[src/rtl/fsp_pkg.sv]
// fsp_pkg: shared types, constants and register map of the framed sensor poll master.
// No dependencies; used by every file under rtl/.
package fsp_pkg;

    // Frame geometry
    localparam int FRAME_LEN    = 6;
    localparam int REQ_LEN      = 6;
    localparam int POS_W        = $clog2(FRAME_LEN);
    localparam int STORE_DEPTH  = FRAME_LEN - 1;
    localparam int STORE_IDX_W  = $clog2(STORE_DEPTH);
    localparam int BEAT_W       = $clog2(REQ_LEN);

    // Job queue between front and back
    localparam int Q_DEPTH = 4;
    localparam int Q_PTR_W = $clog2(Q_DEPTH);
    localparam int Q_CNT_W = $clog2(Q_DEPTH + 1);

    // Configuration register map
    localparam int CFG_IDX_W  = 3;
    localparam int CFG_DATA_W = 16;

    typedef enum logic [CFG_IDX_W-1:0] {
        REG_SENSOR_ID     = 3'd0,
        REG_FUNCTION_CODE = 3'd1,
        REG_START_BYTE    = 3'd2,
        REG_END_BYTE      = 3'd3,
        REG_REQUEST_WORD  = 3'd4
    } t_reg_idx;

    localparam logic [7:0]  RST_SENSOR_ID     = 8'h02;
    localparam logic [7:0]  RST_FUNCTION_CODE = 8'h02;
    localparam logic [7:0]  RST_START_BYTE    = 8'h3A;
    localparam logic [7:0]  RST_END_BYTE      = 8'h0D;
    localparam logic [15:0] RST_REQUEST_WORD  = 16'h0002;

    // Input item kinds
    typedef enum logic {
        CMD_RX_BYTE = 1'b0,
        CMD_BUTTON  = 1'b1
    } t_cmd;

    // Frame outcome reported with each result
    typedef enum logic [1:0] {
        ST_NONE   = 2'd0,
        ST_ACCEPT = 2'd1,
        ST_REJECT = 2'd2
    } t_frame_status;

    // Request frame positions
    typedef enum logic [BEAT_W-1:0] {
        REQ_POS_START = 3'd0,
        REQ_POS_ID    = 3'd1,
        REQ_POS_FUNC  = 3'd2,
        REQ_POS_HIGH  = 3'd3,
        REQ_POS_LOW   = 3'd4,
        REQ_POS_END   = 3'd5
    } t_req_pos;

    typedef struct packed {
        logic [7:0]  sensor_id;
        logic [7:0]  function_code;
        logic [7:0]  start_byte;
        logic [7:0]  end_byte;
        logic [15:0] request_word;
    } t_cfg;

    // One queued job: a request burst or a single status result
    typedef struct packed {
        logic          is_req;
        logic [15:0]   distance;
        t_frame_status status;
    } t_job;

    // Queue handshake seen by the front
    typedef struct packed {
        logic push;
        t_job job;
    } t_q_wr;

endpackage

[src/rtl/fsp_ifs.sv]
// fsp_ifs: valid/ready channel interfaces for input items, result items and config writes.
// Depends on fsp_pkg.
interface fsp_in_if;
    logic valid;
    logic ready;
    logic cmd;
    logic [7:0] rx_byte;
    logic button_level;
    modport source (output valid, cmd, rx_byte, button_level, input ready);
    modport sink   (input valid, cmd, rx_byte, button_level, output ready);
endinterface

interface fsp_out_if;
    logic valid;
    logic ready;
    logic tx_valid;
    logic [7:0] tx_byte;
    logic last;
    logic [15:0] distance;
    logic [1:0] frame_status;
    modport source (output valid, tx_valid, tx_byte, last, distance, frame_status,
                    input ready);
    modport sink   (input valid, tx_valid, tx_byte, last, distance, frame_status,
                    output ready);
endinterface

interface fsp_cfg_if;
    logic valid;
    logic ready;
    logic [fsp_pkg::CFG_IDX_W-1:0] index;
    logic [fsp_pkg::CFG_DATA_W-1:0] data;
    modport source (output valid, index, data, input ready);
    modport sink   (input valid, index, data, output ready);
endinterface

[src/rtl/fsp_front.sv]
// fsp_front: accepts input items, runs edge detect and deframing, queues one job per item.
// Depends on fsp_pkg and fsp_ifs.
module fsp_front (
    input  logic             i_clk,
    input  logic             i_rst_n,
    fsp_in_if.sink           i_in,
    input  fsp_pkg::t_cfg    i_cfg,
    input  logic             i_q_full,
    output fsp_pkg::t_q_wr   o_q_wr
);

    localparam logic [fsp_pkg::POS_W-1:0] POS_LAST = fsp_pkg::POS_W'(fsp_pkg::FRAME_LEN - 1);

    logic [fsp_pkg::POS_W-1:0] r_pos, n_pos;
    logic                      r_btn_prev, n_btn_prev;
    logic [15:0]               r_dist, n_dist;
    logic [7:0]                r_store [fsp_pkg::STORE_DEPTH];
    logic                      store_we;
    logic                      accept;
    fsp_pkg::t_job             job;

    assign i_in.ready = !i_q_full;
    assign accept     = i_in.valid && i_in.ready;

    always_comb begin
        n_pos      = r_pos;
        n_btn_prev = r_btn_prev;
        n_dist     = r_dist;
        store_we   = 1'b0;
        job.is_req = 1'b0;
        job.status = fsp_pkg::ST_NONE;
        if (fsp_pkg::t_cmd'(i_in.cmd) == fsp_pkg::CMD_BUTTON) begin
            if (i_in.button_level && !r_btn_prev) begin
                // rising edge: request burst, held distance cleared
                n_btn_prev = 1'b1;
                n_dist     = 16'd0;
                job.is_req = 1'b1;
            end else if (!i_in.button_level) begin
                n_btn_prev = 1'b0;
            end
        end else begin
            if (r_pos == '0) begin
                // hunting for the start delimiter
                if (i_in.rx_byte == i_cfg.start_byte) begin
                    store_we = 1'b1;
                    n_pos    = r_pos + 1'b1;
                end
            end else if (r_pos >= POS_LAST) begin
                if (r_store[1] == i_cfg.sensor_id && i_in.rx_byte == i_cfg.end_byte) begin
                    n_dist     = {r_store[3], r_store[4]};
                    job.status = fsp_pkg::ST_ACCEPT;
                end else begin
                    job.status = fsp_pkg::ST_REJECT;
                end
                n_pos = '0;
            end else begin
                store_we = 1'b1;
                n_pos    = r_pos + 1'b1;
            end
        end
        job.distance = n_dist;
    end

    assign o_q_wr.push = accept;
    assign o_q_wr.job  = job;

    always_ff @(posedge i_clk) begin
        if (!i_rst_n) begin
            r_pos      <= '0;
            r_btn_prev <= 1'b0;
            r_dist     <= 16'd0;
        end else if (accept) begin
            r_pos      <= n_pos;
            r_btn_prev <= n_btn_prev;
            r_dist     <= n_dist;
        end
    end

    // frame bytes: no reset, every checked byte is written earlier in its frame
    always_ff @(posedge i_clk) begin
        if (accept && store_we) begin
            r_store[r_pos[fsp_pkg::STORE_IDX_W-1:0]] <= i_in.rx_byte;
        end
    end

endmodule

[src/rtl/fsp_queue.sv]
// fsp_queue: small job FIFO between the front and the back.
// Depends on fsp_pkg.
module fsp_queue (
    input  logic            i_clk,
    input  logic            i_rst_n,
    input  fsp_pkg::t_q_wr  i_wr,
    output logic            o_full,
    output logic            o_valid,
    output fsp_pkg::t_job   o_job,
    input  logic            i_pop
);

    fsp_pkg::t_job                   r_mem [fsp_pkg::Q_DEPTH];
    logic [fsp_pkg::Q_PTR_W-1:0]     r_wr_ptr, r_rd_ptr;
    logic [fsp_pkg::Q_CNT_W-1:0]     r_count;
    logic                            do_push, do_pop;

    assign o_full  = (r_count == fsp_pkg::Q_CNT_W'(fsp_pkg::Q_DEPTH));
    assign o_valid = (r_count != '0);
    assign o_job   = r_mem[r_rd_ptr];
    assign do_push = i_wr.push && !o_full;
    assign do_pop  = i_pop && o_valid;

    always_ff @(posedge i_clk) begin
        if (!i_rst_n) begin
            r_wr_ptr <= '0;
            r_rd_ptr <= '0;
            r_count  <= '0;
        end else begin
            if (do_push) begin
                r_wr_ptr <= r_wr_ptr + 1'b1;
            end
            if (do_pop) begin
                r_rd_ptr <= r_rd_ptr + 1'b1;
            end
            case ({do_push, do_pop})
                2'b10:   r_count <= r_count + 1'b1;
                2'b01:   r_count <= r_count - 1'b1;
                default: r_count <= r_count;
            endcase
        end
    end

    always_ff @(posedge i_clk) begin
        if (do_push) begin
            r_mem[r_wr_ptr] <= i_wr.job;
        end
    end

endmodule

[src/rtl/fsp_back.sv]
// fsp_back: expands queued jobs into result transfers through an output register.
// Depends on fsp_pkg and fsp_ifs.
module fsp_back (
    input  logic            i_clk,
    input  logic            i_rst_n,
    input  fsp_pkg::t_cfg   i_cfg,
    input  logic            i_q_valid,
    input  fsp_pkg::t_job   i_job,
    output logic            o_pop,
    fsp_out_if.source       o_out
);

    localparam logic [fsp_pkg::BEAT_W-1:0] BEAT_LAST = fsp_pkg::BEAT_W'(fsp_pkg::REQ_LEN - 1);

    logic [fsp_pkg::BEAT_W-1:0] r_beat, n_beat;
    logic                       r_valid;
    logic                       r_tx_valid, r_last;
    logic [7:0]                 r_tx_byte;
    logic [15:0]                r_dist;
    fsp_pkg::t_frame_status     r_status;
    logic                       load;
    logic                       beat_last;
    logic [7:0]                 req_byte;

    assign load      = (!r_valid || o_out.ready) && i_q_valid;
    assign beat_last = (r_beat == BEAT_LAST);
    assign o_pop     = load && (!i_job.is_req || beat_last);

    always_comb begin
        case (fsp_pkg::t_req_pos'(r_beat))
            fsp_pkg::REQ_POS_START: req_byte = i_cfg.start_byte;
            fsp_pkg::REQ_POS_ID:    req_byte = i_cfg.sensor_id;
            fsp_pkg::REQ_POS_FUNC:  req_byte = i_cfg.function_code;
            fsp_pkg::REQ_POS_HIGH:  req_byte = i_cfg.request_word[15:8];
            fsp_pkg::REQ_POS_LOW:   req_byte = i_cfg.request_word[7:0];
            fsp_pkg::REQ_POS_END:   req_byte = i_cfg.end_byte;
            default:                req_byte = 8'd0;
        endcase
    end

    always_comb begin
        n_beat = r_beat;
        if (load && i_job.is_req) begin
            n_beat = beat_last ? '0 : r_beat + 1'b1;
        end
    end

    always_ff @(posedge i_clk) begin
        if (!i_rst_n) begin
            r_valid <= 1'b0;
            r_beat  <= '0;
        end else begin
            r_beat <= n_beat;
            if (load) begin
                r_valid <= 1'b1;
            end else if (o_out.ready) begin
                r_valid <= 1'b0;
            end
        end
    end

    always_ff @(posedge i_clk) begin
        if (load) begin
            r_tx_valid <= i_job.is_req;
            r_tx_byte  <= i_job.is_req ? req_byte : 8'd0;
            r_last     <= !i_job.is_req || beat_last;
            r_dist     <= i_job.distance;
            r_status   <= i_job.status;
        end
    end

    assign o_out.valid        = r_valid;
    assign o_out.tx_valid     = r_tx_valid;
    assign o_out.tx_byte      = r_tx_byte;
    assign o_out.last         = r_last;
    assign o_out.distance     = r_dist;
    assign o_out.frame_status = r_status;

endmodule

[src/rtl/framed_sensor_poll_master_core.sv]
// framed_sensor_poll_master_core: top level of the sensor poll master.
// Depends on fsp_pkg, fsp_ifs, fsp_front, fsp_queue, fsp_back.
//
//  channel   dir  payload                                         transfer when
//  -------   ---  ----------------------------------------------  -------------------------
//  i_in      in   cmd, rx_byte, button_level                      i_in.valid & i_in.ready
//  o_out     out  tx_valid, tx_byte, last, distance, frame_status o_out.valid & o_out.ready
//  i_cfg     in   index, data (register write)                    i_cfg.valid & i_cfg.ready
//
// Cycles: an input item is taken every cycle while the job queue has room; a
//   received byte or plain button sample gives one result, a button rising edge
//   gives six request bytes in order. The back end's output register sets the
//   pace: one result per cycle while o_out.ready is high and a job is queued.
// Path: the first result of an item is written into the job queue, then loaded
//   into the output register, where it is offered on o_out.
// Reset: synchronous, active low; clears frame position, edge detector, held
//   distance, queue and output valid, and loads the register defaults.
// Stalls: o_out.ready low holds the output register; the four-entry job queue
//   keeps taking items until full, then i_in.ready drops. i_cfg is always ready.
module framed_sensor_poll_master_core (
    input  logic       i_clk,
    input  logic       i_rst_n,
    fsp_in_if.sink     i_in,
    fsp_out_if.source  o_out,
    fsp_cfg_if.sink    i_cfg
);

    fsp_pkg::t_cfg  r_cfg;
    fsp_pkg::t_q_wr q_wr;
    fsp_pkg::t_job  q_job;
    logic           q_full;
    logic           q_valid;
    logic           q_pop;

    // Register file: writes to indexes past the map are dropped.
    assign i_cfg.ready = 1'b1;

    always_ff @(posedge i_clk) begin
        if (!i_rst_n) begin
            r_cfg.sensor_id     <= fsp_pkg::RST_SENSOR_ID;
            r_cfg.function_code <= fsp_pkg::RST_FUNCTION_CODE;
            r_cfg.start_byte    <= fsp_pkg::RST_START_BYTE;
            r_cfg.end_byte      <= fsp_pkg::RST_END_BYTE;
            r_cfg.request_word  <= fsp_pkg::RST_REQUEST_WORD;
        end else if (i_cfg.valid && i_cfg.ready) begin
            case (fsp_pkg::t_reg_idx'(i_cfg.index))
                fsp_pkg::REG_SENSOR_ID:     r_cfg.sensor_id     <= i_cfg.data[7:0];
                fsp_pkg::REG_FUNCTION_CODE: r_cfg.function_code <= i_cfg.data[7:0];
                fsp_pkg::REG_START_BYTE:    r_cfg.start_byte    <= i_cfg.data[7:0];
                fsp_pkg::REG_END_BYTE:      r_cfg.end_byte      <= i_cfg.data[7:0];
                fsp_pkg::REG_REQUEST_WORD:  r_cfg.request_word  <= i_cfg.data;
                default:                    r_cfg               <= r_cfg;
            endcase
        end
    end

    // Front: edge detect, deframing, held distance; one job per input item.
    fsp_front u_front (
        .i_clk    (i_clk),
        .i_rst_n  (i_rst_n),
        .i_in     (i_in),
        .i_cfg    (r_cfg),
        .i_q_full (q_full),
        .o_q_wr   (q_wr)
    );

    fsp_queue u_queue (
        .i_clk   (i_clk),
        .i_rst_n (i_rst_n),
        .i_wr    (q_wr),
        .o_full  (q_full),
        .o_valid (q_valid),
        .o_job   (q_job),
        .i_pop   (q_pop)
    );

    // Back: request burst sequencing and the output register.
    fsp_back u_back (
        .i_clk     (i_clk),
        .i_rst_n   (i_rst_n),
        .i_cfg     (r_cfg),
        .i_q_valid (q_valid),
        .i_job     (q_job),
        .o_pop     (q_pop),
        .o_out     (o_out)
    );

endmodule

[src/flat_wrapper.sv]
// flat-port wrapper written by rule: the top's interface ports become plain ports
module framed_sensor_poll_master_core_flat 
  (i_clk, i_rst_n, i_in_valid, i_in_cmd, i_in_rx_byte, i_in_button_level, i_in_ready, o_out_valid, o_out_tx_valid, o_out_tx_byte, o_out_last, o_out_distance, o_out_frame_status, o_out_ready, i_cfg_valid, i_cfg_index, i_cfg_data, i_cfg_ready);
  fsp_in_if i_in_i ();
  fsp_out_if o_out_i ();
  fsp_cfg_if i_cfg_i ();
  input  logic i_clk;
  input  logic i_rst_n;
  input wire logic [$bits(i_in_i.valid)-1:0] i_in_valid;
  input wire logic [$bits(i_in_i.cmd)-1:0] i_in_cmd;
  input wire logic [$bits(i_in_i.rx_byte)-1:0] i_in_rx_byte;
  input wire logic [$bits(i_in_i.button_level)-1:0] i_in_button_level;
  output wire logic [$bits(i_in_i.ready)-1:0] i_in_ready;
  output wire logic [$bits(o_out_i.valid)-1:0] o_out_valid;
  output wire logic [$bits(o_out_i.tx_valid)-1:0] o_out_tx_valid;
  output wire logic [$bits(o_out_i.tx_byte)-1:0] o_out_tx_byte;
  output wire logic [$bits(o_out_i.last)-1:0] o_out_last;
  output wire logic [$bits(o_out_i.distance)-1:0] o_out_distance;
  output wire logic [$bits(o_out_i.frame_status)-1:0] o_out_frame_status;
  input wire logic [$bits(o_out_i.ready)-1:0] o_out_ready;
  input wire logic [$bits(i_cfg_i.valid)-1:0] i_cfg_valid;
  input wire logic [$bits(i_cfg_i.index)-1:0] i_cfg_index;
  input wire logic [$bits(i_cfg_i.data)-1:0] i_cfg_data;
  output wire logic [$bits(i_cfg_i.ready)-1:0] i_cfg_ready;
  assign i_in_i.valid = i_in_valid;
  assign i_in_i.cmd = i_in_cmd;
  assign i_in_i.rx_byte = i_in_rx_byte;
  assign i_in_i.button_level = i_in_button_level;
  assign i_in_ready = i_in_i.ready;
  assign o_out_valid = o_out_i.valid;
  assign o_out_tx_valid = o_out_i.tx_valid;
  assign o_out_tx_byte = o_out_i.tx_byte;
  assign o_out_last = o_out_i.last;
  assign o_out_distance = o_out_i.distance;
  assign o_out_frame_status = o_out_i.frame_status;
  assign o_out_i.ready = o_out_ready;
  assign i_cfg_i.valid = i_cfg_valid;
  assign i_cfg_i.index = i_cfg_index;
  assign i_cfg_i.data = i_cfg_data;
  assign i_cfg_ready = i_cfg_i.ready;
  framed_sensor_poll_master_core u_core (.i_clk(i_clk), .i_rst_n(i_rst_n), .i_in(i_in_i), .o_out(o_out_i), .i_cfg(i_cfg_i));
endmodule
[config.mk]
export PLATFORM = sky130hd
export DESIGN_NAME = framed_sensor_poll_master_core_flat
export DESIGN_NICKNAME = d
export VERILOG_FILES = /design/src/rtl/fsp_pkg.sv /design/src/rtl/fsp_ifs.sv /design/src/rtl/fsp_front.sv /design/src/rtl/fsp_queue.sv /design/src/rtl/fsp_back.sv /design/src/rtl/framed_sensor_poll_master_core.sv /design/src/flat_wrapper.sv
export SDC_FILE = /design/constraint.sdc
export NUM_CORES = 1
export LEC_CHECK = 0
export BUFFER_PORTS_ARGS = -buffer_cell sky130_fd_sc_hd__buf_2
export CAP_MARGIN = 10
export CORE_UTILIZATION = 30
export DETAILED_ROUTE_END_ITERATION = 10
export SLEW_MARGIN = 20
export SYNTH_ARGS = -nofsm -noshare
export SYNTH_HDL_FRONTEND = slang
export SYNTH_SLANG_ARGS = --single-unit
[constraint.sdc]
create_clock -name i_clk -period 3.8 [get_ports i_clk]
set_input_delay 0.38 -clock i_clk [delete_from_list [all_inputs] [get_ports i_clk]]
set_output_delay 0.38 -clock i_clk [all_outputs]
set_load 0.02 [all_outputs]
# Word-level counts from Yosys, hierarchy flattened
# Memories as Yosys holds them, arrays and structs flattened. A register that Yosys moved wholly into a read port is not among the register bits.
# Index checks and enable logic that the tools add are counted.
# op_classes
addsub,6
reduce_logical,28
n_eq_ne,17
n_shift,0
multipliers,0
mux,31
bitwise,1
div_mod_pow,0
order_cmp,1
# ops
operator,count
16-bit 2-to-1 mux,5
8-bit case mux with 6 select lines,1
8-bit == test,3
1-bit 2-to-1 mux,14
3-bit by 2-bit == test with 1-bit output (second input constant),4
3-bit == test (second input constant),4
2-bit 2-to-1 mux,6
3-bit 2-to-1 mux,4
2-bit AND reduction,5
3-bit by 1-bit adder with 3-bit output (second input constant),3
1-bit logical AND,9
3-bit logical NOT,3
3-bit by 1-bit == test with 1-bit output (second input constant),2
3-bit case mux with 2 select lines,1
3-bit AND reduction,2
2-bit by 1-bit adder with 2-bit output (second input constant),2
1-bit logical NOT,4
2-bit by 1-bit != test with 1-bit output (second input constant),2
2-bit nonzero test,2
3-bit greater-or-equal comparator (second input constant),1
3-bit nonzero test,1
3-bit by 1-bit subtractor with 3-bit output (second input constant),1
2-bit by 1-bit == test with 1-bit output (second input constant),1
2-bit == test (second input constant),1
other kinds (2),3
# word_totals
n_memories,2
latch_bits,0
wordCells,104
register_bits,107
rom_bits,0
ramBits,116
input_bits,34
output_inout_bits,31
# mem_list
memory,depth,width,read_ports,rd_clocked_by_memory_dff,wr,line_no,text
u_core.u_queue.r_mem,4,19,1,1,1,fsp_queue.sv:13,fsp_pkg::t_job r_mem [fsp_pkg::Q_DEPTH];
u_core.u_front.r_store,5,8,3,0,1,fsp_front.sv:17,logic [7:0] r_store [fsp_pkg::STORE_DEPTH];

# Logic depth before layout (Yosys ltp)
# Gate-level depths: netlist of run 1.
# logic_depth
word_depth,7
mapped_depth,9
depth_no_buf,8

# Hierarchy
# From an unflattened synthesis of run 1, not the netlist that was laid out.
# hier_totals
hier_cells,654
area_unflattened_um2,8868.5
# modules_own_cells
mod,seq_area_each_um2,n_inst,cells_per_inst,area_per_inst_um2
fsp_queue,2462.4,1,151,3283.1
fsp_front,1121.1,1,219,2270.9
framed_sensor_poll_master_core,960.9,1,188,1886.8
fsp_back,920.9,1,96,1427.6

# Worst setup path after synthesis of run 1
# No wires, ideal clock.
# synth_path
kind,reg2reg
start,register u_core.u_queue.r_count[0] in the netlist's numbering
end,memory u_core.u_front.r_store[1][0] (enable)
synth_period_minus_slack_ps,2682
t_required_ps,3405
stages_incl_launch_ff,8
slack_ps,1118
n_path_buf,1
setup_time_ps,395
arrival_ps,2288
path_cell_list,dfxtp_1 or3b_1 and2_1 clkbuf_1 inv_2 nor2_1 nand2_1 nor4_1
# synth_via
elab_chain_len,6
# synth_rtl
element,line_no,text
from (decl),fsp_queue.sv:15,logic [fsp_pkg::Q_CNT_W-1:0] r_count;
from (signal assigned),fsp_queue.sv:37,2'b10: r_count <= r_count + 1'b1;
from (signal assigned),fsp_queue.sv:38,2'b01: r_count <= r_count - 1'b1;
from (signal assigned),fsp_queue.sv:39,default: r_count <= r_count;
3-bit == test,fsp_queue.sv:18,assign o_full = (r_count == fsp_pkg::Q_CNT_W'(fsp_pkg::Q_DEPTH));
1-bit logical NOT,fsp_front.sv:22,assign i_in.ready = !i_q_full;
via i_in_ready,flat_wrapper.sv:13,output wire logic [$bits(i_in_i.ready)-1:0] i_in_ready;
1-bit logical AND,fsp_front.sv:23,assign accept = i_in.valid && i_in.ready;
1-bit logical AND,fsp_front.sv:81,if (accept && store_we) begin
1-bit 2-to-1 mux,fsp_front.sv:81,
1-bit 2-to-1 mux (implied by the code),fsp_front.sv:82,r_store[r_pos[fsp_pkg::STORE_IDX_W-1:0]] <= i_in.rx_byte;
to (decl),fsp_front.sv:17,
# The timed path passes the listed nets, and every way through them passes these cells.

==> impl_results.md, run 1 <==
- Outcome: finished, final reports clean
- Comb power frac: 0.196
- Largest net degree at the start of global routing: 46
- Setup TNS: 0 ns
- Power density cells: 619 nW/um2
- Share of Yosys cell area claimed by the top area cell type: 0.448
- Crit-path slowest cell: or4_1
- Post-Syn Area per Cell: 12.3 um2
- Clock sink count: 209
- Slew headroom: 0.326
- YS warnings: 0
- Crit-path leading delay family: simple AND/OR/NAND/NOR gates
- EDFF count, synth: 128
- Peak fanout along the critical path: 19
- CP Data Arrival Time: 2.95 ns
- Number of CTS-inserted buffers: 22
- Vias in the first global route: 5,427
- Site row count: 61
- Drt total wl: 19,200 um
- Port Buf Inserts: 63
- Die Wd: 171 um
- Vias: 5,492
- Critical Path RT: 4.21 ns
- Placed cells: 1,109
- Pre-CTS setup slack: 1.12 ns
- Cells after synthesis: 696
- RePlAce Congestion: 0.783
- Leak: 3.45 nW
- Post-CTS setup buffer count: 0
- Net count after synthesis: 740
- Predominant post-synthesis flop cell: edfxtp_1
- Clock Latency Late Sink: 0.51 ns
- Share of cells above drive strength 1: 0.196
- CP max stage delay: 0.94 ns
- CTS tree: done
- Final core utilization: 0.358
- Final instance area: 10,000 um2
- Post-CTS Resized: 0
- First-pass GRT wire length: 30,300 um
- Reg power frac: 0.471
- Io pins: 65
- Seq/Total Area, Yosys: 0.637
- Reg area: 5470 um2
- First drt pass iteration count: 5
- Post-Syn Area: 8580 um2
- Core Region: 27,900 um2
- Synth cell count leaders: nand2_1 (146), edfxtp_1 (128), dfxtp_1 (81)
- Setup Viol. Count Final: 0
- Final ANT Viol Nets: 0
- Fillers: 2,761
- Max Root-Sink Buffers: 3
- Yosys top cell by area: edfxtp_1
- DIE AREA: 29,300 um2
- Nets: 799
- Root Buffer: clkbuf_16
- Yosys cell types: 51
- F_max: 393 MHz
- Max Transition Viols Final: 0
- Count of hold-fix buffers inserted at cts: 0
- Placed cell area: 9300 um2
- Initial DRC Count: 490
- Initial Util: 0.307
- Tmin final: 2.54 ns
- Flops & latches, synth: 209
- Remaining global-route overflow: 0
- Tcrit/Tclk final: 0.669
- H-tree depth: 1
- Clk pwr share: 0.333
- Via/cell ratio: 4.78
- Internal power: 4.45 mW
- Residual DRC count: 0
- Layout Cells excl Fill: 1,150
- Area Growth Syn to Fin: 16.6%
- Sw frac: 0.281
- WL per Instance: 16.7 um
- Post-synthesis async set-or-reset flop share: 0
- Dpl hpwl: 12,800 um
- Hold Fails Final Rpt: 0
- Crit-path cells: xor2_1 > nor4_4 > nand4_4 > or4_1 > o22ai_2
- Most frequent cell after synthesis: nand2_1
- Clock slew at reported path FFs: 0.06 ns
- Flop2flop setup slack: 1.26 ns
- Total chip power: 6.19 mW
- Die Y: 171 um
- Global Route Usage Sum: 0.134
- WHS: 0.126 ns
- Unrepaired setup endpoints after global routing: no
- Final worst slack: 1.26 ns
- Peak supply drop: 0.332 mV
- Worst Max-Slew Pin Slew: 1.01 ns
- Multi-input logic area: 2930 um2
- CP Class: reg2reg
- Final clock skew: 0.0211 ns
- Initial antenna violation count: 2
- Switching power: 1.74 mW
- CP Capture Type: flop
- Buf/Inv on CP: 0
- Max cap viols: 0
- Min-Delay Path Class: in2reg
- Area contributors post-synth: edfxtp_1 (45%), dfxtp_1 (19%), nand2_1 (6.4%)
- Worst setup SP type: flop
## layout make-up
cell class | count | share of cell area
Tap cell | 378 | 0.0473
Inverter | 7 | 0.00263
Sequential cell | 209 | 0.546
Timing Repair Buffer | 75 | 0.0405
Clock buffer | 34 | 0.0636
Multi-Input combinational cell | 440 | 0.293
Clock inverter | 6 | 0.00651
Antenna cell | 1 | 0.000250
## worst paths after layout
| kind | from | to | cells past startpoint |
|---|---|---|---|
| worst max-delay path | u_core.u_front.r_store[1][1]$_DFFE_PP_ | u_core.u_front.r_dist[11]$_SDFFE_PN0P_ | 5 |
| worst max register to register | u_core.u_front.r_store[1][1]$_DFFE_PP_ | u_core.u_front.r_dist[11]$_SDFFE_PN0P_ | 5 |
| worst min-delay path | i_cfg_data[13] | u_core.r_cfg[13]$_SDFFE_PN0P_ | 3 |
| worst min register to register | u_core.r_cfg[0]$_SDFFE_PN0P_ | u_core.r_cfg[0]$_SDFFE_PN0P_ | 2 |
## logic make-up after synthesis
family | Yosys count | share of synthesized area
muxes | 30 | 0.0687
buffers and inverters | 47 | 0.0225
AOI/OAI and AO/OA | 123 | 0.0880
DFF | 209 | 0.637
adders and majority gates | 10 | 0.0155
and+or+nand+nor | 246 | 0.137
other | 1 | 0.000437
xor gates and xnor gates | 30 | 0.0306
## sequential cells by signal, summed over array words and instances, names as in the netlist, named ones only
name and count:
u_core.u_back.o_out.tx_valid 1, u_core.u_front.r_store 24, u_core.u_back.o_out.valid 1, u_core.u_front.r_btn_prev 1, u_core.u_queue.r_count 3, u_core.r_cfg 48
u_core.u_queue.r_mem 76, u_core.u_back.o_out.tx_byte 8, u_core.u_queue.r_wr_ptr 2, u_core.u_front.r_dist 16, u_core.u_back.o_out.distance 16, u_core.u_back.o_out.last 1
u_core.u_front.r_pos 3, u_core.u_queue.r_rd_ptr 2, u_core.u_back.r_beat 3, u_core.u_back.o_out.frame_status 2
## routing by layer
metal	global-route usage	share of wire	vias up
met5	0	0.00063	-
met4	0.0233	0.012	2
met3	0.0285	0.052	21
met2	0.228	0.50	147
met1	0.176	0.44	2675
li1	-	-	2647
## placed cells by master, fill, tap and decap left out, types with 3 or more instances in the layout
cell       Yosys  routed
a21oi_1       64      64
a22oi_1        3       3
a31oi_1        4       4
a32oi_1        4       4
and2_1         4       4
and3_1         6       5
buf_2          4      63
buf_4          1      12
clkbuf_1      33       8
clkbuf_16      0      22
clkbuf_8       0       4
clkinv_2       0       3
dfxtp_1       81      81
edfxtp_1     128     128
ha_1           9       9
inv_1          5       5
mux2i_1        6       6
mux4_2        23      23
nand2_1      146     146
nand2b_1       9       9
nand3_1       30      30
nand3b_1       4       4
nand4_1        3       3
nor2_1        20      19
nor2b_1        5       5
nor4_1         3       3
nor4_4         4       4
o21ai_0       24      24
o22ai_1        7       7
o22ai_2       10      10
xnor2_1       11      11
xor2_1        19      19
## power groups by stage
stage	sequential [mW]	combinational (mW)	clock, mW
2_1_floorplan	3.13	0.643	0
3_3_place_gp	2.96	1.23	0
3_5_place_dp	2.97	1.24	0
4_1_cts	2.92	1.24	2.11
5_1_grt	2.95	1.34	2.21
6_report	2.91	1.21	2.06
## worst min-delay path: stages
cell and delay [ns]:
buf_2 0.10, nand2_1 0.05, a21oi_1 0.05
Power figures use the tool's default switching activity.
==> run 2, diff against run 1 <==
==> constraint.sdc (replaced) <==
create_clock -name i_clk -period 2.64 [get_ports i_clk]
set_input_delay 0.264 -clock i_clk [delete_from_list [all_inputs] [get_ports i_clk]]
set_output_delay 0.264 -clock i_clk [all_outputs]
set_load 0.02 [all_outputs]
==> impl_results.md, run 2 (synthesized netlist as in run 1, its figures left out) <==
- Power density cells: 899 nW/um2 (+45%)
- Clock sink count: 209 (unchanged)
- Max cap viols: 0 (unchanged)
- Layout Cells excl Fill: 1,169 (+1.7%)
- CP Class: reg2reg
- Unrepaired setup endpoints after global routing: no
- Io pins: 65 (unchanged)
- Remaining global-route overflow: 0 (unchanged)
- Peak fanout along the critical path: 4 (-15)
- Clock Latency Late Sink: 0.52 ns (about the same)
- Worst setup SP type: flop
- Initial DRC Count: 447 (-8.8%)
- Initial Util: 0.307 (unchanged)
- Hold EP: u_core.r_cfg[8]$_SDFFE_PN0P_
- First drt pass iteration count: 5 (unchanged)
- CTS tree: done
- Reg area: 5470 um2 (unchanged)
- R2R depth: 7 (+2)
- Nets: 818 (+2.4%)
- Hold Fails Final Rpt: 0 (unchanged)
- Number of CTS-inserted buffers: 23 (+4.5%)
- Critical Path Start: u_core.u_queue.r_count[0]$_SDFFE_PN0P_
- Final clock skew: 0.0205 ns (-0.000582 ns)
- Leak: 3.48 nW (+1.1%)
- Commonest non-fill, non-tap cells in the layout: nand2_1 (146), edfxtp_1 (128), dfxtp_1 (81)
- Peak supply drop: 0.417 mV (+26%)
- DIE AREA: 29,300 um2 (unchanged)
- Placed cells: 1,120 (+0.99%)
- Final instance area: 10,200 um2 (+2.1%)
- Flop2flop setup slack: 0.26 ns (-0.99 ns)
- Global Route Usage Sum: 0.133 (-0.00108)
- Die Wd: 171 um (unchanged)
- Root Buffer: clkbuf_16
- Setup Viol. Count Final: 0 (unchanged)
- Initial antenna violation count: 0 (-2)
- Multi-input logic area: 2930 um2 (about the same)
- Max reg flops: 76 (unchanged)
- WL per Instance: 16.4 um (-1.3%)
- Most common cell after layout, fill and taps aside: nand2_1
- Reg with most FFs: u_core.u_queue.r_mem
- Clock slew at reported path FFs: 0.05 ns (about the same)
- Placed cell area: 9380 um2 (+0.89%)
- Tcrit/Tclk final: 0.900 (+0.231)
- Critical Path RT: 3.07 ns (-1.14 ns)
- Port Buf Inserts: 63 (unchanged)
- Area Growth Syn to Fin: 19.1%
- Drt total wl: 19,200 um (+0.31%)
- Max Root-Sink Buffers: 3 (unchanged)
- Largest net degree at the start of global routing: 45 (-2.2%)
- Dpl hpwl: 12,700 um (-0.87%)
- Share of cells above drive strength 1: 0.210 (+0.0140)
- CP Capture Type: flop
- Outcome: finished, final reports clean
- Vias: 5,596 (+1.9%)
- Max Transition Viols Final: 0 (unchanged)
- Vias in the first global route: 5,377 (-0.92%)
- Worst hold path cell count: 3 (unchanged)
- First-pass GRT wire length: 30,000 um (-1.0%)
- RePlAce Congestion: 0.794 (+1.4%)
- Die Y: 171 um (unchanged)
- Residual DRC count: 0 (unchanged)
- Final ANT Viol Nets: 0 (unchanged)
- F_max: 421 MHz (+7.0%)
- CP Data Arrival Time: 2.81 ns (-0.14 ns)
- H-tree depth: 1 (unchanged)
- HP Start: i_cfg_data[8]
- Core Region: 27,900 um2 (unchanged)
- Slew headroom: 0.527 (+0.200)
- Site row count: 61 (unchanged)
- Total chip power: 9.18 mW (+48%)
- Worst Max-Slew Pin Slew: 0.708 ns (-0.303 ns)
- Tmin final: 2.38 ns (-0.167 ns)
- Final core utilization: 0.366 (+0.00752)
- Min-Delay Path Class: in2reg
- Reg2Reg Capture Point: u_core.u_queue.r_count[2]$_SDFFE_PN0P_
- WHS: 0.0257 ns (-0.100 ns)
- N_diodes: 0 (-1)
- Via/cell ratio: 4.79 (+0.24%)
- Fillers: 2,782 (+0.76%)
- R2r startpoint: u_core.u_queue.r_count[0]$_SDFFE_PN0P_
- Post-CTS setup buffer count: 0 (unchanged)
==> run 2: how the worst max path moves through the flow <==
| stage | depth (start not counted) | to | slack (ns) |
|---|---|---|---|
| floorplan | 7 | u_core.u_front.r_store[1][0]$_DFFE_PP_ | -0.04 |
| global placement | 7 | u_core.u_queue.r_count[2]$_SDFFE_PN0P_ | 0.34 |
| detailed placement | 7 | u_core.u_queue.r_count[2]$_SDFFE_PN0P_ | 0.32 |
| CTS | 7 | u_core.u_queue.r_count[2]$_SDFFE_PN0P_ | 0.29 |
| global route | 8 | u_core.u_queue.r_count[2]$_SDFFE_PN0P_ | 0.15 |
| finish | 7 | u_core.u_queue.r_count[2]$_SDFFE_PN0P_ | 0.26 |
==> run 2: cell type report <==
cell class	instances	area share
multi-input combinational	440	0.287
timing repair buffer	93	0.0547
tap	378	0.0463
clock buffer	31	0.0622
clock inverter	11	0.0124
inverter	7	0.00257
sequential	209	0.535
==> run 2: critical path, cell delays in order, from the launching register on <==
cell and delay, ns:
dfxtp_1 0.35, nor3_1 0.51, a211oi_2 0.12, ha_1 0.29, fa_1 0.45, xnor2_1 0.15, or3_1 0.30, a21oi_1 0.13
==> run 2: through the flow <==
step	setup TNS [ns]	setup WS [ns]
after floorplan	-0.679	-0.0424
after global placement	0	0.339
after detailed placement	0	0.318
after CTS	0	0.287
after global routing	0	0.154
final	0	0.264
==> run 2: power by group <==
group          leakage, nW  switching [mW]  internal, mW
Combinational         1.29            1.16         0.672
Clock                0.367            1.29          1.90
Sequential            1.83           0.140          4.02
==> run 2: timing repair <==
action,CTS,global route
gates resized for setup,0,0
hold buffers,7,0
hold endpoints to repair,7,0
==> run 2: layer usage <==
layer	global-route usage	vias up	part of all wire
met5	0	-	0
li1	-	2673	-
met2	0.216	131	0.48
met4	0.0400	0	0.025
met1	0.180	2761	0.45
met3	0.0220	31	0.047
